File: src/sv/csig_pkg.sv
// Shared types, constants and a helper function for the clipmap strip index generator.
// Used by the channel interfaces, every pipeline stage and the top level.
// No dependencies.
package csig_pkg;

    // Field widths.
    localparam int IDX_W   = 16;
    localparam int GRID_W  = 8;
    localparam int OP_W    = 3;
    localparam int SEL_W   = 4;
    localparam int STRIP_W = 7;
    localparam int POS_W   = 9;

    typedef logic [IDX_W-1:0]   idx_t;
    typedef logic [GRID_W-1:0]  grid_t;
    typedef logic [OP_W-1:0]    op_t;
    typedef logic [SEL_W-1:0]   sel_t;
    typedef logic [STRIP_W-1:0] strip_t;
    typedef logic [POS_W-1:0]   pos_t;

    // Piece kinds carried in the opcode field.
    localparam op_t OP_OUTER  = 3'd0;
    localparam op_t OP_GAP    = 3'd1;
    localparam op_t OP_CENTER = 3'd2;
    localparam op_t OP_LTILE  = 3'd3;
    localparam op_t OP_RING   = 3'd4;

    // Piece counts and the ring block length.
    localparam sel_t NUM_TILES      = 4'd12;
    localparam sel_t NUM_SIDES      = 4'd4;
    localparam pos_t RING_BLOCK_LEN = 9'd9;

    // A ring corner is either the outer vertex or the inner one, plus 0..2.
    typedef struct packed {
        logic       use_outer;
        logic [1:0] inc;
    } ring_pick_t;

    localparam ring_pick_t PICK_A  = '{use_outer: 1'b1, inc: 2'd0};
    localparam ring_pick_t PICK_B  = '{use_outer: 1'b1, inc: 2'd1};
    localparam ring_pick_t PICK_C0 = '{use_outer: 1'b0, inc: 2'd0};
    localparam ring_pick_t PICK_C1 = '{use_outer: 1'b0, inc: 2'd1};
    localparam ring_pick_t PICK_C2 = '{use_outer: 1'b0, inc: 2'd2};

    // Stage 1 result: everything the multiply stage needs.
    typedef struct packed {
        logic       oor;
        logic       ring;
        ring_pick_t pick;
        logic       step_is_n;
        logic       addoff;
        logic       off_is_one;
        grid_t      n;
        idx_t       rowfac;
        idx_t       col;
        idx_t       col2;
        idx_t       k;
    } dec_t;

    // Stage 2 result: products and the ring's outer vertex.
    typedef struct packed {
        logic       oor;
        logic       ring;
        ring_pick_t pick;
        logic       addoff;
        logic       off_is_one;
        grid_t      n;
        idx_t       col;
        idx_t       rowprod;
        idx_t       kprod;
        idx_t       outer;
    } mul_t;

    // Stage 3 result: the two operands of the last add.
    typedef struct packed {
        logic oor;
        logic use_outer;
        idx_t outer;
        idx_t sum_a;
        idx_t addend;
    } sum_t;

    // Stage 4 result: the delivered beat.
    typedef struct packed {
        logic oor;
        idx_t vertex;
    } res_t;

    // Vertex order of one ring block; the first two sides use the low order.
    function automatic ring_pick_t ring_pick(input logic hi, input logic [3:0] slot);
        ring_pick_t pick;
        pick = PICK_C2;
        case (slot)
            4'd0:    pick = hi ? PICK_C0 : PICK_A;
            4'd1:    pick = hi ? PICK_A  : PICK_C0;
            4'd2:    pick = PICK_C1;
            4'd3:    pick = hi ? PICK_A  : PICK_B;
            4'd4:    pick = hi ? PICK_B  : PICK_A;
            4'd5:    pick = PICK_C1;
            4'd6:    pick = hi ? PICK_C1 : PICK_B;
            4'd7:    pick = hi ? PICK_B  : PICK_C1;
            default: pick = PICK_C2;
        endcase
        return pick;
    endfunction

endpackage

File: src/sv/csig_cfg_if.sv
// Configuration write channel carrying the grid side.
// Depends on csig_pkg.
interface csig_cfg_if;
    logic              valid;
    logic              ready;
    csig_pkg::grid_t   grid_side;

    modport source (output valid, output grid_side, input ready);
    modport sink   (input valid, input grid_side, output ready);
endinterface

File: src/sv/csig_req_if.sv
// Request channel: one beat names a piece and a position within it.
// Depends on csig_pkg.
interface csig_req_if;
    logic              valid;
    logic              ready;
    csig_pkg::op_t     opcode;
    csig_pkg::sel_t    piece_select;
    csig_pkg::strip_t  strip_number;
    csig_pkg::pos_t    position;

    modport source (output valid, output opcode, output piece_select,
                    output strip_number, output position, input ready);
    modport sink   (input valid, input opcode, input piece_select,
                    input strip_number, input position, output ready);
endinterface

File: src/sv/csig_idx_if.sv
// Result channel: one beat carries a vertex index and its range flag.
// Depends on csig_pkg.
interface csig_idx_if;
    logic              valid;
    logic              ready;
    csig_pkg::idx_t    vertex_index;
    logic              out_of_range;

    modport source (output valid, output vertex_index, output out_of_range, input ready);
    modport sink   (input valid, input vertex_index, input out_of_range, output ready);
endinterface

File: src/sv/csig_decode.sv
// Stage 1: range checks and decode of a request into factors, offsets and step.
// Depends on csig_pkg.
module csig_decode (
    input  logic             clk,
    input  logic             en,
    input  csig_pkg::grid_t  n,
    input  csig_pkg::op_t    op,
    input  csig_pkg::sel_t   sel,
    input  csig_pkg::strip_t s,
    input  csig_pkg::pos_t   p,
    output csig_pkg::dec_t   dec
);

    csig_pkg::dec_t dec_reg;
    csig_pkg::dec_t dec_next;

    // Decode of the piece geometry for the current grid side.
    always_comb
    begin
        logic [8:0]       n_plus1;
        logic [6:0]       m;
        logic [6:0]       strips;
        logic [6:0]       nb;
        logic [7:0]       nb1;
        logic [7:0]       cnt;
        logic [9:0]       len;
        logic             p_last;
        logic             oor_pos;
        logic             oor_sel;
        csig_pkg::idx_t   m16;
        csig_pkg::idx_t   s16;
        csig_pkg::idx_t   a;
        csig_pkg::idx_t   a2;
        csig_pkg::idx_t   a3;
        csig_pkg::idx_t   c2;
        csig_pkg::idx_t   c3;
        csig_pkg::idx_t   c3m;
        csig_pkg::idx_t   tile_row;
        csig_pkg::idx_t   tile_col;
        csig_pkg::idx_t   k_strip;
        csig_pkg::idx_t   nb_side;

        n_plus1 = {1'b0, n} + 9'd1;
        m       = n_plus1[8:2];
        strips  = (m == 7'd0) ? 7'd0 : m - 7'd1;
        nb      = (n == '0) ? 7'd0 : 7'((n - 8'd1) >> 1);
        nb1     = {1'b0, nb} + 8'd1;
        m16     = csig_pkg::idx_t'(m);
        s16     = csig_pkg::idx_t'(s);
        a       = m16 - csig_pkg::idx_t'(1);
        a2      = a << 1;
        a3      = a2 + a;
        c2      = a2 + csig_pkg::idx_t'(2);
        c3      = a3 + csig_pkg::idx_t'(2);
        c3m     = a3 + csig_pkg::idx_t'(1);
        nb_side = '0;

        // Outer tile origin: row factor times N plus a column offset.
        tile_row = '0;
        tile_col = '0;
        case (sel)
            4'd0, 4'd1, 4'd2, 4'd3:
            begin
                tile_row = '0;
                tile_col = (sel[1:0] == 2'd0) ? '0 : (sel[1:0] == 2'd1) ? a :
                           (sel[1:0] == 2'd2) ? c2 : c3;
            end
            4'd4:    begin tile_row = a;  tile_col = '0; end
            4'd5:    begin tile_row = a;  tile_col = c3; end
            4'd6:    begin tile_row = c2; tile_col = '0; end
            4'd7:    begin tile_row = c2; tile_col = c3; end
            default:
            begin
                tile_row = c3;
                tile_col = (sel[1:0] == 2'd0) ? '0 : (sel[1:0] == 2'd1) ? a :
                           (sel[1:0] == 2'd2) ? c2 : c3;
            end
        endcase

        dec_next            = '0;
        dec_next.n          = n;
        dec_next.pick       = csig_pkg::PICK_C0;
        oor_sel             = 1'b0;
        cnt                 = {1'b0, m};

        // Per piece: limits, strip length, origin factors, step and offset kind.
        case (op)
            csig_pkg::OP_OUTER:
            begin
                oor_sel         = (sel >= csig_pkg::NUM_TILES) || (s >= strips);
                cnt             = {1'b0, m};
                dec_next.rowfac = tile_row + s16 + csig_pkg::idx_t'(1);
                dec_next.col    = tile_col;
            end
            csig_pkg::OP_GAP:
            begin
                oor_sel = (sel >= csig_pkg::NUM_SIDES) || (s >= 7'd2);
                cnt     = {1'b0, m};
                if (sel[1] == 1'b0)
                begin
                    dec_next.rowfac     = sel[0] ? c3 : '0;
                    dec_next.col        = a2 + s16;
                    dec_next.step_is_n  = 1'b1;
                    dec_next.off_is_one = 1'b1;
                end
                else
                begin
                    dec_next.rowfac = a2 + csig_pkg::idx_t'(1) + s16;
                    dec_next.col    = sel[0] ? c3 : '0;
                end
            end
            csig_pkg::OP_CENTER:
            begin
                oor_sel         = {1'b0, s} >= {m, 1'b0};
                cnt             = {m, 1'b1};
                dec_next.rowfac = m16 + s16;
                dec_next.col    = a;
            end
            csig_pkg::OP_LTILE:
            begin
                oor_sel = (sel >= csig_pkg::NUM_SIDES) || (s >= 7'd2);
                if (s[0] == 1'b0)
                begin
                    cnt             = {m, 1'b1};
                    dec_next.rowfac = sel[0] ? c3 : m16;
                    dec_next.col    = a;
                end
                else
                begin
                    cnt                 = {m, 1'b0};
                    dec_next.rowfac     = sel[0] ? a : m16;
                    dec_next.col        = sel[1] ? c3m : a;
                    dec_next.step_is_n  = 1'b1;
                    dec_next.off_is_one = 1'b1;
                end
            end
            csig_pkg::OP_RING:
            begin
                oor_sel         = (sel >= csig_pkg::NUM_SIDES) || (s >= nb) ||
                                  (p >= csig_pkg::RING_BLOCK_LEN);
                dec_next.ring   = 1'b1;
                dec_next.rowfac = csig_pkg::idx_t'(sel);
                dec_next.col    = s16 << 1;
                nb_side         = (sel[0] ? csig_pkg::idx_t'(nb1) : '0) +
                                  (sel[1] ? csig_pkg::idx_t'({nb1, 1'b0}) : '0);
                dec_next.col2   = nb_side + s16;
                dec_next.pick   = csig_pkg::ring_pick(sel[1], p[3:0]);
            end
            default:
            begin
                oor_sel = 1'b1;
            end
        endcase

        // Strip position: degenerate first, alternating pairs, degenerate last.
        len      = {1'b0, cnt, 1'b0} + 10'd2;
        p_last   = ({1'b0, p} == len - 10'd1);
        oor_pos  = ({1'b0, p} >= len);
        k_strip  = p_last ? (csig_pkg::idx_t'(cnt) - csig_pkg::idx_t'(1)) :
                   (p == '0) ? '0 : csig_pkg::idx_t'((p - 9'd1) >> 1);

        if (!dec_next.ring)
        begin
            dec_next.k      = k_strip;
            dec_next.addoff = p_last || ((p != '0) && !p[0]);
        end
        dec_next.oor = oor_sel || (!dec_next.ring && oor_pos);
    end

    // Stage register; payload only, valid lives in the top level.
    always_ff @(posedge clk)
    begin
        if (en)
        begin
            dec_reg <= dec_next;
        end
    end

    assign dec = dec_reg;

endmodule

File: src/sv/csig_multiply.sv
// Stage 2: origin factor times N, step index times step, and the ring's outer vertex.
// Depends on csig_pkg.
module csig_multiply (
    input  logic            clk,
    input  logic            en,
    input  csig_pkg::dec_t  dec,
    output csig_pkg::mul_t  mul
);

    csig_pkg::mul_t mul_reg;
    csig_pkg::mul_t mul_next;

    // Two narrow multipliers side by side; results wrap at the index width.
    always_comb
    begin
        mul_next            = '0;
        mul_next.oor        = dec.oor;
        mul_next.ring       = dec.ring;
        mul_next.pick       = dec.pick;
        mul_next.addoff     = dec.addoff;
        mul_next.off_is_one = dec.off_is_one;
        mul_next.n          = dec.n;
        mul_next.col        = dec.col;
        mul_next.rowprod    = csig_pkg::idx_t'(dec.rowfac * csig_pkg::idx_t'(dec.n));
        mul_next.kprod      = dec.step_is_n ?
                              csig_pkg::idx_t'(dec.k * csig_pkg::idx_t'(dec.n)) : dec.k;
        mul_next.outer      = csig_pkg::idx_t'({dec.n, 2'b00}) + dec.col2;
    end

    always_ff @(posedge clk)
    begin
        if (en)
        begin
            mul_reg <= mul_next;
        end
    end

    assign mul = mul_reg;

endmodule

File: src/sv/csig_assemble.sv
// Stages 3 and 4: sum of origin and step, then the final offset and range masking.
// Depends on csig_pkg.
module csig_assemble (
    input  logic            clk,
    input  logic            en_sum,
    input  logic            en_res,
    input  csig_pkg::mul_t  mul,
    output csig_pkg::res_t  res
);

    csig_pkg::sum_t sum_reg;
    csig_pkg::sum_t sum_next;
    csig_pkg::res_t res_reg;
    csig_pkg::res_t res_next;

    // Stage 3: origin plus step, and the addend for the last add.
    always_comb
    begin
        csig_pkg::idx_t negn;
        csig_pkg::idx_t off;

        negn = '0 - csig_pkg::idx_t'(mul.n);
        off  = mul.addoff ? (mul.off_is_one ? csig_pkg::idx_t'(1) : negn) : '0;

        sum_next.oor       = mul.oor;
        sum_next.use_outer = mul.ring && mul.pick.use_outer;
        sum_next.outer     = mul.outer;
        sum_next.sum_a     = mul.rowprod + mul.col + mul.kprod;
        sum_next.addend    = mul.ring ? csig_pkg::idx_t'(mul.pick.inc) : off;
    end

    // Stage 4: final add; an out-of-range beat reads as zero.
    always_comb
    begin
        csig_pkg::idx_t opnd;

        opnd           = sum_reg.use_outer ? sum_reg.outer : sum_reg.sum_a;
        res_next.oor   = sum_reg.oor;
        res_next.vertex = sum_reg.oor ? '0 : opnd + sum_reg.addend;
    end

    always_ff @(posedge clk)
    begin
        if (en_sum)
        begin
            sum_reg <= sum_next;
        end
        if (en_res)
        begin
            res_reg <= res_next;
        end
    end

    assign res = res_reg;

endmodule

File: src/sv/clipmap_strip_index_generator.sv
// Clipmap strip index generator: one vertex index per request beat, for outer
// tiles, gaps, the center tile, L tiles and the fixed ring of a clipmap level.
// The block takes one beat per cycle while the result side does not stall, and passes
// each through the decode, multiply, sum and output registers; the multiply stage with its two
// 16 x 8 products sets the stage depth. Every stage holds its beat while the
// result side stalls, and the output register lets a new request enter while
// a result waits. grid_side resets to 255 and is applied above MAX_GRID_SIDE
// as MAX_GRID_SIDE. No clearing pass follows reset.
// Depends on csig_pkg, the three channel interfaces and the stage modules.
module clipmap_strip_index_generator #(
    parameter int MAX_GRID_SIDE = 255
) (
    input  logic        clk,
    input  logic        rst_n,
    csig_cfg_if.sink    cfg,
    csig_req_if.sink    req,
    csig_idx_if.source  idx
);

    localparam csig_pkg::grid_t MAX_N = csig_pkg::grid_t'(MAX_GRID_SIDE);

    csig_pkg::grid_t grid_side_reg;
    csig_pkg::grid_t n_sat;

    logic valid_s1_reg;
    logic valid_s2_reg;
    logic valid_s3_reg;
    logic valid_s4_reg;
    logic en1;
    logic en2;
    logic en3;
    logic en4;

    csig_pkg::dec_t dec;
    csig_pkg::mul_t mul;
    csig_pkg::res_t res;

    // Configuration register; always ready.
    assign cfg.ready = 1'b1;

    always_ff @(posedge clk or negedge rst_n)
    begin
        if (!rst_n)
        begin
            grid_side_reg <= 8'd255;
        end
        else if (cfg.valid)
        begin
            grid_side_reg <= cfg.grid_side;
        end
    end

    assign n_sat = (grid_side_reg > MAX_N) ? MAX_N : grid_side_reg;

    // A stage loads when it is empty or its successor moves on.
    assign en4 = !valid_s4_reg || idx.ready;
    assign en3 = !valid_s3_reg || en4;
    assign en2 = !valid_s2_reg || en3;
    assign en1 = !valid_s1_reg || en2;

    assign req.ready = en1;

    always_ff @(posedge clk or negedge rst_n)
    begin
        if (!rst_n)
        begin
            valid_s1_reg <= 1'b0;
            valid_s2_reg <= 1'b0;
            valid_s3_reg <= 1'b0;
            valid_s4_reg <= 1'b0;
        end
        else
        begin
            if (en1)
            begin
                valid_s1_reg <= req.valid;
            end
            if (en2)
            begin
                valid_s2_reg <= valid_s1_reg;
            end
            if (en3)
            begin
                valid_s3_reg <= valid_s2_reg;
            end
            if (en4)
            begin
                valid_s4_reg <= valid_s3_reg;
            end
        end
    end

    // Pipeline stages.
    csig_decode u_decode (
        .clk (clk),
        .en  (en1),
        .n   (n_sat),
        .op  (req.opcode),
        .sel (req.piece_select),
        .s   (req.strip_number),
        .p   (req.position),
        .dec (dec)
    );

    csig_multiply u_multiply (
        .clk (clk),
        .en  (en2),
        .dec (dec),
        .mul (mul)
    );

    csig_assemble u_assemble (
        .clk    (clk),
        .en_sum (en3),
        .en_res (en4),
        .mul    (mul),
        .res    (res)
    );

    // Result channel.
    assign idx.valid        = valid_s4_reg;
    assign idx.vertex_index = res.vertex;
    assign idx.out_of_range = res.oor;

    // An out-of-range beat always carries a zero index.
    assert property (@(posedge clk) disable iff (!rst_n)
        idx.valid && idx.out_of_range |-> idx.vertex_index == '0)
        else $error("out-of-range beat with nonzero index");

    // A full pipeline with a stalled output must refuse new requests.
    assert property (@(posedge clk) disable iff (!rst_n)
        valid_s1_reg && valid_s2_reg && valid_s3_reg && valid_s4_reg && !idx.ready
        |-> !req.ready)
        else $error("request accepted into a full stalled pipeline");

    // An unknown piece kind is flagged out of range by the decode stage.
    assert property (@(posedge clk) disable iff (!rst_n)
        req.valid && req.ready && (req.opcode > csig_pkg::OP_RING) |=> dec.oor)
        else $error("unknown piece kind not flagged out of range");

    // A configuration beat lands in the grid side register.
    assert property (@(posedge clk) disable iff (!rst_n)
        cfg.valid && cfg.ready |=> grid_side_reg == $past(cfg.grid_side))
        else $error("grid side write lost");

endmodule

File: src/flat_wrapper.sv
// flat-port wrapper written by rule: the top's interface ports become plain ports
module clipmap_strip_index_generator_flat 
#(
    parameter int MAX_GRID_SIDE = 255
)
  (clk, rst_n, cfg_valid, cfg_grid_side, cfg_ready, req_valid, req_opcode, req_piece_select, req_strip_number, req_position, req_ready, idx_valid, idx_vertex_index, idx_out_of_range, idx_ready);
  csig_cfg_if cfg_i ();
  csig_req_if req_i ();
  csig_idx_if idx_i ();
  input  logic clk;
  input  logic rst_n;
  input wire logic [$bits(cfg_i.valid)-1:0] cfg_valid;
  input wire logic [$bits(cfg_i.grid_side)-1:0] cfg_grid_side;
  output wire logic [$bits(cfg_i.ready)-1:0] cfg_ready;
  input wire logic [$bits(req_i.valid)-1:0] req_valid;
  input wire logic [$bits(req_i.opcode)-1:0] req_opcode;
  input wire logic [$bits(req_i.piece_select)-1:0] req_piece_select;
  input wire logic [$bits(req_i.strip_number)-1:0] req_strip_number;
  input wire logic [$bits(req_i.position)-1:0] req_position;
  output wire logic [$bits(req_i.ready)-1:0] req_ready;
  output wire logic [$bits(idx_i.valid)-1:0] idx_valid;
  output wire logic [$bits(idx_i.vertex_index)-1:0] idx_vertex_index;
  output wire logic [$bits(idx_i.out_of_range)-1:0] idx_out_of_range;
  input wire logic [$bits(idx_i.ready)-1:0] idx_ready;
  assign cfg_i.valid = cfg_valid;
  assign cfg_i.grid_side = cfg_grid_side;
  assign cfg_ready = cfg_i.ready;
  assign req_i.valid = req_valid;
  assign req_i.opcode = req_opcode;
  assign req_i.piece_select = req_piece_select;
  assign req_i.strip_number = req_strip_number;
  assign req_i.position = req_position;
  assign req_ready = req_i.ready;
  assign idx_valid = idx_i.valid;
  assign idx_vertex_index = idx_i.vertex_index;
  assign idx_out_of_range = idx_i.out_of_range;
  assign idx_i.ready = idx_ready;
  clipmap_strip_index_generator #(.MAX_GRID_SIDE(MAX_GRID_SIDE)) u_core (.clk(clk), .rst_n(rst_n), .cfg(cfg_i), .req(req_i), .idx(idx_i));
endmodule
File: config.mk
export PLATFORM = sky130hd
export DESIGN_NAME = clipmap_strip_index_generator_flat
export DESIGN_NICKNAME = d
export VERILOG_FILES = /design/src/sv/csig_pkg.sv /design/src/sv/csig_cfg_if.sv /design/src/sv/csig_req_if.sv /design/src/sv/csig_idx_if.sv /design/src/sv/csig_decode.sv /design/src/sv/csig_multiply.sv /design/src/sv/csig_assemble.sv /design/src/sv/clipmap_strip_index_generator.sv /design/src/flat_wrapper.sv
export SDC_FILE = /design/constraint.sdc
export NUM_CORES = 1
export LEC_CHECK = 0
export ABC_AREA = 0
export BUFFER_PORTS_ARGS = -buffer_cell sky130_fd_sc_hd__buf_2
export CORE_MARGIN = 5
export CORE_UTILIZATION = 25
export CTS_CLUSTER_DIAMETER = 80
export DETAILED_ROUTE_END_ITERATION = 7
export PLACE_DENSITY = 0.5
export SLEW_MARGIN = 0
export SYNTH_ARGS = -nofsm -noshare
export SYNTH_HDL_FRONTEND = slang
export SYNTH_SLANG_ARGS = --single-unit
File: constraint.sdc
create_clock -name clk -period 8.7 [get_ports clk]
set_clock_uncertainty 0.05 [all_clocks]
set_input_delay 0.87 -clock clk [delete_from_list [all_inputs] [get_ports clk]]
set_output_delay 0.87 -clock clk [all_outputs]
set_load 0.03 [all_outputs]
After elaboration in Yosys (flattened, before gate mapping). Cells that the tools add are included.

Multiplexer cells: 38. Reductions and logical operators: 35. Order comparisons: 9. $add $sub $neg: 26. Equal/unequal tests: 21. $mul: 2. Bitwise gates (word level): 1.

Operator list (count): $mux 16 (10); $pmux 32 s5 (1); $mux 32 (2); $add 16x16->16 (3); $pmux 16 s3 (1); $eq 4x3->1 const B (8); $mul 16x8->16 (2); $pmux 16 s2 (1); $pmux 3 s7 (1); $add 9x2->10 const B (2); $add 9x8->10 (2); $add 10x16->16 (1); $add 16x1->16 const B (1); $add 16x7->16 (1); $eq 4x2->1 const B (4); $mux 8 (2); $pmux 8 s2 (1); $mux 15 (1); $ge 7x7->1 (2); $mux 7 (2); $mux 3 (4); $reduce_or 2->1 (6); $add 10x2->11 const B (1); $add 10x3->11 const B (1); 47 further kinds (72).

Output and inout bits: 20. Register bits after elaboration: 230. Input bits: 36.

Logic depth before layout (Yosys ltp). Gate-level depths: netlist of the first run.

Depth in word-level cells: 11. Gate-level depth with buffers: 27.

Modules after synthesis. Synthesis of the first run repeated with hierarchy kept, for this count alone.

Cell total of the unflattened synthesis: 2231. Area, all modules: 21553.2 sq um.

By module, submodules not included: csig_multiply (area an instance 8600.7 sq um, cells each 825, times used 1); csig_decode (area an instance 8504.4 sq um, cells each 1041, times used 1); csig_assemble (area an instance 3931.3 sq um, cells each 333, times used 1); clipmap_strip_index_generator (area an instance 516.7 sq um, cells each 32, times used 1).

Least setup slack after synthesis of the first run. No wires, ideal clock.

Path kind: flip-flop to flip-flop. From: register u_core.grid_side_reg[0]. To: register u_core.u_decode.dec_reg, in the netlist u_core.u_decode.dec[55], data pin. Setup slack: 2456 ps. Path buffers: 4. Setup time: 265 ps. Stages on the path, launching flop included: 25. Clock period less this slack: 6244 ps. Required time: 8385 ps. Arrival: 5928 ps. Cell sequence: dfstp_2 ha_1 buf_2 xor2_2 inv_2 clkbuf_1 ha_1 clkbuf_1 xnor2_1 inv_1 fa_1 nor2b_1 nor2_1 o311ai_0 a21boi_1 a21bo_1 o21a_1 buf_2 or2_2 o32ai_1 ha_1 a21o_1 a21oi_1 nor4_1 or3_1.

Cells in the longest elaborated chain, start to end: 10. Elaborated cells between the ends (all ways): 19. Classes of those cells: add/sub: 10; order compare: 1; mux: 8.

RTL lines: start, declared (line clipmap_strip_index_generator.sv:22) `csig_pkg::grid_t grid_side_reg;`; start signal, assigned (line clipmap_strip_index_generator.sv:49) `grid_side_reg <= cfg.grid_side;`; $gt 8x8->1 (line clipmap_strip_index_generator.sv:53) `assign n_sat = (grid_side_reg > MAX_N) ? MAX_N : grid_side_reg;`; $mux 8 * (line clipmap_strip_index_generator.sv:53); $add 8x1->9 * (line csig_decode.sv:43) `n_plus1 = {1'b0, n} + 9'd1;`; $sub 7x1->8 (line csig_decode.sv:50) `a = m16 - csig_pkg::idx_t'(1);`; $add 9x8->10 (line csig_decode.sv:52) `a3 = a2 + a;`; $add 10x3->11 (line csig_decode.sv:54) `c3 = a3 + csig_pkg::idx_t'(2);`; $pmux 16 s3 (line csig_decode.sv:61) `case (sel)`; $add 16x7->16 (line csig_decode.sv:92) `dec_next.rowfac = tile_row + s16 + csig_pkg::idx_t'(1);`; $add 16x1->16 (line csig_decode.sv:92); $pmux 32 s5 * (line csig_decode.sv:87) `case (op)`; end signal, assigned (line csig_decode.sv:175) `dec_reg <= dec_next;`; end, declared (line csig_decode.sv:14) `csig_pkg::dec_t dec_reg;`.

Every way passes the cells marked *; elsewhere a longest branch is shown, timed or not. A chain may end at the register's enable or synchronous reset.

Worst setup path in the final report of the first run. Ends and elaborated chain as after synthesis.

==> impl_metrics.json, run 1 <==
{
  "final_layout_size_suffix_gt1_frac": 0.0887,
  "syn-num-nets": 2495,
  "outcome": "completed",
  "crit_path_max_incr_delay_ps": 660,
  "hold_buffers": 0,
  "dp_hpwl_um": 47400,
  "final.setup.tns_ps": 0,
  "synth_area_leaders": "edfxtp_1, fa_1, ha_1",
  "dr.pass1.iters": 6,
  "port_buffers": 54,
  "initialDrtViolationCount": 1186,
  "drv_slew": 0,
  "reg2reg_from": "u_core.grid_side_reg[0]",
  "cts.path.max_buffers": 2,
  "yosysUniqueCellTypes": 105,
  "cts_tree": "done",
  "ys_ff_latch": 198,
  "syn_inst": 2148,
  "die_x_um": 296,
  "rows": 104,
  "synth_edf_count": 186,
  "regToRegSetupSlack_ps": 1030,
  "gp_congestion": 0.900,
  "grt_pass1_wl_um": 95400,
  "drc_errors": 0,
  "area_delta_synth_final_pct": 9.90,
  "clock-root-buffer": "clkbuf_16",
  "rsz0062_at_grt": "no",
  "cellPowerDensity_nw_per_um2": 269,
  "cp_max_fo": 16,
  "cp.required_ps": 8870,
  "wl_per_cell_um": 19.0,
  "start_kind": "flip-flop",
  "power.leakage_nw": 9.46,
  "worstReg2RegEnd": "u_core.u_decode.dec[55]",
  "setup_ws_ps": 1030,
  "postRouteAntennaNets": 0,
  "n_fill_cell": 8454,
  "top_layer": "met5",
  "htree_levels": 4,
  "ir_drop_mv": 0.172,
  "cap_viol_max_count": 0,
  "syn_area_per_cell_um2": 9.52,
  "n_antenna_cell": 0,
  "ioPinCount": 56,
  "drt-met1-wl_um": 27600,
  "path_clk_slew_ps": 80,
  "clk_latency_ps": 470,
  "synth_flop_cell": "edfxtp_1",
  "dr_total_vias": 15800,
  "wl_um": 61300,
  "async_flop_share": 0.0606,
  "netlist.top_cell.by_area": "edfxtp_1",
  "post_cts_buffers": 0,
  "synth_top_area_share": 0.273,
  "met3_length_um": 3940,
  "path_buf_inv": 2,
  "hold_violations": 0,
  "synth_area_um2": 20400,
  "crit_family": "compound AO/OA/AOI/OAI gates",
  "setup_viol": 0,
  "fin_nets": 2498,
  "grtUsageTotal": 0.140,
  "post-route-cell-area_um2": 22500,
  "cpMostUsedCell": "ha_1",
  "cp.arrival_ps": 7840,
  "fin_crit_sh": 0.882,
  "tightest_slew_ps": 1000,
  "overflow": 0,
  "post_dp_cell_area_um2": 21800,
  "wl_met2_um": 28100,
  "cts_made_buffers": 17,
  "yosysSeqAreaShare": 0.288,
  "viasPerCell": 4.91,
  "antenna_found_initial": 4,
  "fin_crit_ps": 7670,
  "path_class": "flip-flop to flip-flop",
  "fmax_mhz": 130,
  "crit_slowest_cell": "o311ai_0",
  "synth_warnings": 0,
  "r2r_cells": 20,
  "dp_slack_ps": 1100,
  "slew_headroom": 0.328,
  "end_kind": "flip-flop",
  "worstPathCellList": "ha_1 > xor2_2 > inv_2 > ha_1 > xnor2_1 > inv_1 > fa_1 > nor2b_1 > nor2_1 > o311ai_0 > a21boi_1 > a21bo_1 > o21a_1 > or2_2 > o32ai_1 > ha_1 > a21o_1 > a21oi_1 > nor4_1 > or3_1",
  "largest_reg_flops": 69,
  "dieArea_um2": 87600,
  "ys_top_cells_by_count": "inv_1, nand2_1, edfxtp_1",
  "grt_max_degree": 57,
  "initial_utilization": 0.253,
  "coreArea_um2": 80800,
  "whs_ps": 251,
  "die-height_um": 296,
  "ctsResizeCount": 0,
  "clock_sinks": 198,
  "grt_pass1_vias": 16200,
  "yosysMostFrequentCell": "inv_1",
  "hold_class": "primary input to asynchronous set/reset pin"
}
-- final cells by class --
type	count	area [um2]	area share
Timing Repair Buffer	75	428	0.0190
Inverter	247	932	0.0415
Sequential cell	198	5900	0.262
Clock inverter	14	181	0.00807
Clock buffer	18	439	0.0195
Multi-Input combinational cell	1612	13300	0.590
Tap cell	1060	1330	0.0590
-- how the worst max path moves through the flow --
| stage | from | endpoint | slack (ps) | cells past startpoint |
|---|---|---|---|---|
| finish | u_core.grid_side_reg[0] | u_core.u_decode.dec[55] | 1030 | 20 |
| global route | u_core.grid_side_reg[1] | u_core.u_decode.dec[55] | 470 | 20 |
| CTS | u_core.grid_side_reg[0] | u_core.u_decode.dec[55] | 1090 | 20 |
| detailed placement | u_core.grid_side_reg[0] | u_core.u_decode.dec[55] | 1100 | 20 |
| global placement | u_core.grid_side_reg[1] | u_core.u_decode.dec[55] | 1400 | 20 |
| floorplan | u_core.grid_side_reg[0] | u_core.u_decode.dec[55] | 2460 | 24 |
-- metal layers --
| layer | GRT usage | up-vias |
|---|---|---|
| li1 | - | 7419 |
| met1 | 0.188 | 7756 |
| met2 | 0.229 | 551 |
| met3 | 0.0285 | 106 |
| met4 | 0.0441 | 8 |
| met5 | 0 | - |
-- per-stage QoR --
stage | util | cells | total power [mW]
after global routing | 0.278 | 3224 | 6.65
after floorplan | - | 2148 | 4.33
after detailed placement | 0.270 | 3192 | 5.27
final | 0.278 | 3224 | 6.04
after CTS | 0.278 | 3224 | 6.12
after global placement | 0.270 | 3192 | 5.23
-- power by group --
part	total, mW	leakage, nW	switching (mW)	internal (mW)
Combinational	3.61	7.04	2.08	1.52
Clock	0.815	0.294	0.396	0.419
Sequential	1.62	2.12	0.180	1.44
-- logic make-up (layout without fill, tap and decap cells) --
family / Yosys count / in the layout / share of synthesized area
AND/OR/NAND/NOR: 660 / 660 / 0.164
AO/OA/AOI/OAI: 451 / 451 / 0.148
buffers and inverters: 338 / 354 / 0.0636
adder cells (fa/ha/maj): 312 / 312 / 0.245
flip-flops: 198 / 198 / 0.288
XOR/XNOR: 157 / 157 / 0.0736
multiplexers: 31 / 31 / 0.0171
other: 1 / 1 / 0.000183
-- worst reg2reg max path: stages (launching register included) --
cell and delay [ps]:
dfstp_2 630, ha_1 520, xor2_2 620, inv_2 360, ha_1 460, xnor2_1 550, inv_1 160, fa_1 500
nor2b_1 290, nor2_1 90, o311ai_0 660, a21boi_1 140, a21bo_1 260, o21a_1 340, or2_2 380, o32ai_1 140
ha_1 320, a21o_1 180, a21oi_1 350, nor4_1 70, or3_1 370
-- layout by cell type, fill, tap and decap left out, drive strengths merged, types with 8 or more instances in the layout --
cell	count
xor2	43
nor2	123
or3	11
a21oi	116
or4	8
mux2	25
buf	75
and3	8
dfstp	8
a21boi	15
ha	164
nand4	13
xnor2	110
o31ai	12
a211oi	10
and2	108
nand2b	29
clkinv	10
nor4	18
o21a	10
a21o	50
o21ai	112
o211ai	8
fa	147
o22ai	15
clkbuf	18
a31oi	14
nand2	208
nor3	38
nor2b	34
edfxtp	186
a221oi	8
nand3	35
inv	248
(Power assumes the default switching activity.)
==> run 2, diff against run 1 <==
--- a/config.mk
+++ b/config.mk
@@ -9,6 +9,7 @@
 export BUFFER_PORTS_ARGS = -buffer_cell sky130_fd_sc_hd__buf_2
 export CORE_MARGIN = 5
 export CORE_UTILIZATION = 25
+export CTS_BUF_LIST = sky130_fd_sc_hd__clkbuf_8
 export CTS_CLUSTER_DIAMETER = 80
 export DETAILED_ROUTE_END_ITERATION = 7
 export PLACE_DENSITY = 0.5
==> constraint.sdc (replaced) <==
create_clock -name clk -period 8.7 [get_ports clk]
set_clock_uncertainty 0.05 [all_clocks]
set_input_delay 1.74 -clock clk [delete_from_list [all_inputs] [get_ports clk]]
set_output_delay 1.74 -clock clk [all_outputs]
set_load 0.03 [all_outputs]
==> run 2 against run 1 <==
Against the previous run: hold slack better by 110 ps; first-iteration DRC count shrank 2.3%; sequential power barely moved.
==> impl_metrics.json, run 2 (synthesis results as in run 1) <==
{
  "tightest_slew_ps": 973,
  "largest_reg_flops": 69,
  "clock_sinks": 198,
  "dp_hpwl_um": 47800,
  "path_clk_slew_ps": 110,
  "wl_um": 61700,
  "hold_buffers": 0,
  "path_depth": 20,
  "grt_most_used_layer": "met2",
  "htree_levels": 4,
  "drc_errors": 0,
  "cap_viol_max_count": 0,
  "gp_congestion": 0.904,
  "initial_utilization": 0.253,
  "cts_made_buffers": 17,
  "n_fill_cell": 8544,
  "cpMostUsedCell": "ha_1",
  "grt_pass1_vias": 16100,
  "use_met2": 0.230,
  "r2r_cells": 20,
  "setup_viol": 0,
  "power.leakage_nw": 9.37,
  "path_buf_inv": 2,
  "rows": 104,
  "final.setup.tns_ps": 0,
  "cellPowerDensity_nw_per_um2": 262,
  "placed_cells": 3192,
  "ctsResizeCount": 0,
  "final_layout_size_suffix_gt1_frac": 0.0873,
  "whs_ps": 357,
  "antenna_found_initial": 3,
  "cp.arrival_ps": 8050,
  "path_class": "flip-flop to flip-flop",
  "cp_max_fo": 16,
  "grtUsageTotal": 0.141,
  "dr.pass1.iters": 5,
  "port_buffers": 54,
  "grt_max_degree": 57,
  "final_common_cell": "inv_1",
  "p_int_mw": 3.18,
  "cts_tree": "done",
  "dieArea_um2": 87600,
  "cp.required_ps": 8950,
  "postRouteAntennaNets": 0,
  "grt_pass1_wl_um": 95900,
  "comb_power_share": 0.623,
  "post_cts_buffers": 0,
  "fin_crit_ps": 7790,
  "drv_slew": 0,
  "initialDrtViolationCount": 1159,
  "slew_headroom": 0.349,
  "hold_violations": 0,
  "cts.path.max_buffers": 2,
  "switchingPower_mw": 2.65,
  "clock-root-buffer": "clkbuf_8",
  "rsz0062_at_grt": "no",
  "end_kind": "flip-flop",
  "ir_drop_mv": 0.0914,
  "seqCellArea_um2": 5900,
  "whs_path_depth": 0,
  "clk_latency_ps": 550,
  "power.total_mw": 5.83,
  "crit_slowest_cell": "o311ai_0",
  "hold_class": "flip-flop to flip-flop",
  "clkPwrFrac": 0.100,
  "start_kind": "flip-flop",
  "crit_family": "compound AO/OA/AOI/OAI gates",
  "viasPerCell": 4.93,
  "die-height_um": 296,
  "fmax_mhz": 128,
  "dr_total_vias": 15900,
  "area_delta_synth_final_pct": 8.72,
  "outcome": "completed",
  "ioPinCount": 56,
  "crit_path_max_incr_delay_ps": 700,
  "fin_crit_sh": 0.896,
  "overflow": 0,
  "final_cell_mix": "inv_1, nand2_1, edfxtp_1",
  "fin_nets": 2498,
  "coreArea_um2": 80800,
  "stdcell_count": 3224,
  "seqPwrFrac": 0.278,
  "worstPathCellList": "ha_1 > xor2_2 > inv_2 > ha_1 > xnor2_1 > inv_1 > fa_1 > nor2b_1 > nor2_1 > o311ai_0 > a21boi_1 > a21bo_1 > o21a_1 > or2_2 > o32ai_1 > ha_1 > a21o_1 > a21oi_1 > nor4_1 > or3_1",
  "p_sw_frac": 0.455,
  "n_antenna_cell": 0,
  "multi_input_area_um2": 13300,
  "met3_usage": 0.0241,
  "wl_per_cell_um": 19.1,
  "use_met1": 0.193,
  "die_x_um": 296,
  "final_core_util": 0.275
}
run 2: cell types whose count changed in the layout (fill, tap and decap cells not counted), sizes merged:
| cell | previous run | this run |
|---|---|---|
| clkinv | 10 | 11 |
| inv | 248 | 250 |
| bufinv | 1 | 0 |
| clkinvlp | 2 | 0 |
run 2: layer usage:
layer / part of all wire / wire (um)
met1: 0.46 / 28400
met2: 0.46 / 28200
met3: 0.055 / 3370
met5: 0.00044 / 27
met4: 0.028 / 1750
run 2: worst paths after layout:
path / start / endpoint / slack (ps)
worst min-delay path: u_core.u_decode.dec[32] / u_core.u_multiply.mul[48] / 360
worst min register to register: u_core.u_decode.dec[32] / u_core.u_multiply.mul[48] / 360
min in group asynchronous: rst_n / u_core.idx.valid / 1030
worst max register to register: u_core.grid_side_reg[0] / u_core.u_decode.dec[55] / 910
worst max-delay path: u_core.grid_side_reg[0] / u_core.u_decode.dec[55] / 910
max in group asynchronous: rst_n / u_core.grid_side_reg[1] / 7260
run 2: stage by stage:
stage	setup WS (ps)	area, um2
floorplan	2460	20400
global placement	1430	21800
detailed placement	1080	21800
CTS	1060	22200
global route	578	22200
finish	906	22200
run 2: final cells by class:
cell class	instances	share of cell area
Tap cell	1060	0.0597
Clock buffer	18	0.0111
Clock inverter	14	0.00585
Inverter	247	0.0419
Multi-Input combinational cell	1612	0.597
Timing Repair Buffer	75	0.0193
Sequential cell	198	0.265
run 2: power groups by stage:
stage | combinational, mW | sequential [mW] | clock (mW)
after floorplan | 2.76 | 1.58 | 0
after global placement | 3.59 | 1.64 | 0
after detailed placement | 3.62 | 1.65 | 0
after CTS | 3.66 | 1.63 | 0.610
after global routing | 4.13 | 1.65 | 0.645
final | 3.63 | 1.62 | 0.582
==> run 3, diff against run 2 <==
--- a/config.mk
+++ b/config.mk
@@ -13,6 +13,7 @@
 export CTS_CLUSTER_DIAMETER = 80
 export DETAILED_ROUTE_END_ITERATION = 7
 export PLACE_DENSITY = 0.5
+export SETUP_SLACK_MARGIN = 0.02
 export SLEW_MARGIN = 0
 export SYNTH_ARGS = -nofsm -noshare
 export SYNTH_HDL_FRONTEND = slang
==> constraint.sdc (replaced) <==
create_clock -name clk -period 7.2 [get_ports clk]
set_clock_uncertainty 0.05 [all_clocks]
set_input_delay 1.44 -clock clk [delete_from_list [all_inputs] [get_ports clk]]
set_output_delay 1.44 -clock clk [all_outputs]
set_load 0.03 [all_outputs]
==> run 3 against run 2 <==
Against the previous run: sequential share of layout area down 0.20 points; cell area rose by 0.77%; clock power up 37%; power is 23% higher; critical path depth up 1; flip-flop and latch count unchanged; final cell count is 0.47% higher.
==> impl_metrics.json, run 3 (synthesis results as in run 1) <==
{
  "outcome": "completed",
  "hold_buffers": 0,
  "cts_made_buffers": 17,
  "worstReg2RegEnd": "u_core.u_decode.dec[57]",
  "dp_slack_ps": 658,
  "whs_path_depth": 0,
  "tightest_slew_ps": 1070,
  "clk_latency_ps": 560,
  "fin_nets": 2511,
  "n_fill_cell": 8454,
  "ctsResizeCount": 0,
  "power.total_mw": 7.16,
  "ir_drop_mv": 0.123,
  "final_common_cell": "inv_1",
  "setup_viol": 0,
  "placed_cells": 3205,
  "cts.path.max_buffers": 2,
  "cellPowerDensity_nw_per_um2": 320,
  "worstPathCellList": "ha_1 > xor2_2 > inv_2 > ha_1 > nor2b_1 > mux2_2 > o31a_1 > nand2_1 > nor2_1 > nor2_1 > buf_4 > inv_1 > ha_1 > inv_1 > o21ai_0 > or3b_2 > o22ai_1 > nand3_1 > a211oi_1 > o211a_1 > o311ai_1",
  "rows": 104,
  "die-height_um": 296,
  "power.leakage_nw": 9.45,
  "clock-root-buffer": "clkbuf_8",
  "setup_ws_ps": 527,
  "post-route-cell-area_um2": 22400,
  "grt_max_degree": 61,
  "r2r_cells": 21,
  "area_delta_synth_final_pct": 9.55,
  "ioPinCount": 56,
  "hold_class": "flip-flop to flip-flop",
  "antenna_found_initial": 4,
  "cts_tree": "done",
  "hold_violations": 0,
  "post_cts_buffers": 0,
  "dr.pass1.iters": 6,
  "cpMostUsedCell": "ha_1",
  "fin_crit_sh": 0.927,
  "end_kind": "flip-flop",
  "min_from": "u_core.u_decode.dec[32]",
  "dr_total_vias": 15800,
  "postRouteAntennaNets": 0,
  "final.setup.tns_ps": 0,
  "regToRegSetupSlack_ps": 530,
  "dp_hpwl_um": 49800,
  "htree_levels": 4,
  "largest_reg_flops": 69,
  "dieArea_um2": 87600,
  "crit_family": "compound AO/OA/AOI/OAI gates",
  "fmax_mhz": 150,
  "final_core_util": 0.277,
  "initial_utilization": 0.253,
  "initialDrtViolationCount": 1249,
  "hold_end": "u_core.u_multiply.mul[48]",
  "cp.arrival_ps": 6900,
  "cp_max_fo": 16,
  "grt_pass1_vias": 16000,
  "drc_errors": 0,
  "path_clk_slew_ps": 110,
  "path_buf_inv": 4,
  "final_cell_mix": "inv_1, nand2_1, edfxtp_1",
  "grtUsageTotal": 0.143,
  "gp_congestion": 0.919,
  "whs_ps": 369,
  "post_dp_cell_area_um2": 21900,
  "path_class": "flip-flop to flip-flop",
  "overflow": 0,
  "crit_path_max_incr_delay_ps": 650,
  "cap_viol_max_count": 0,
  "wl_um": 62900,
  "die_x_um": 296,
  "rsz0062_at_grt": "no",
  "start_kind": "flip-flop",
  "stdcell_count": 3239,
  "port_buffers": 54,
  "final_layout_size_suffix_gt1_frac": 0.0937,
  "coreArea_um2": 80800,
  "drv_slew": 0,
  "clock_sinks": 198,
  "fin_crit_ps": 6670,
  "wl_per_cell_um": 19.4,
  "grt_pass1_wl_um": 96700,
  "crit_slowest_cell": "dfstp_2",
  "slew_headroom": 0.282,
  "reg2reg_from": "u_core.grid_side_reg[0]",
  "viasPerCell": 4.87,
  "cp.required_ps": 7430
}
run 3: cell count changes in the layout (fill, tap and decap cells not counted), sizes merged:
cell,delta
inv,-2
diode,+2
buf,+13
clkbuf,-1
clkinvlp,+1
bufinv,+2
run 3: layout make-up:
class | instances | area (um2) | area share
multi-input combinational | 1612 | 13300 | 0.592
sequential | 198 | 5900 | 0.263
tap | 1060 | 1330 | 0.0592
inverter | 247 | 932 | 0.0416
timing repair buffer | 88 | 526 | 0.0235
clock buffer | 17 | 234 | 0.0104
clock inverter | 15 | 213 | 0.00950
antenna | 2 | 5.00 | 0.000223
run 3: worst max path at each step:
| stage | endpoint | depth (start not counted) | startpoint |
|---|---|---|---|
| after floorplan | u_core.u_decode.dec[55] | 24 | u_core.grid_side_reg[0] |
| after global placement | u_core.u_decode.dec[55] | 22 | u_core.grid_side_reg[1] |
| after detailed placement | u_core.u_decode.dec[61] | 21 | u_core.grid_side_reg[1] |
| after CTS | u_core.u_decode.dec[61] | 21 | u_core.grid_side_reg[1] |
| after global routing | u_core.u_decode.dec[61] | 21 | u_core.grid_side_reg[1] |
| final | u_core.u_decode.dec[57] | 21 | u_core.grid_side_reg[0] |
run 3: routing by layer:
layer,wire length [um],share of wire,GRT usage
met1,28500,0.45,0.192
met2,29100,0.46,0.237
met3,3750,0.060,0.0280
met4,1570,0.025,0.0390
met5,27,0.00043,0
run 3: power breakdown:
| part | switching [mW] | leakage (nW) | total [mW] | internal, mW |
|---|---|---|---|---|
| Sequential | 0.243 | 2.12 | 1.98 | 1.73 |
| Clock | 0.472 | 0.220 | 0.799 | 0.327 |
| Combinational | 2.53 | 7.10 | 4.38 | 1.85 |
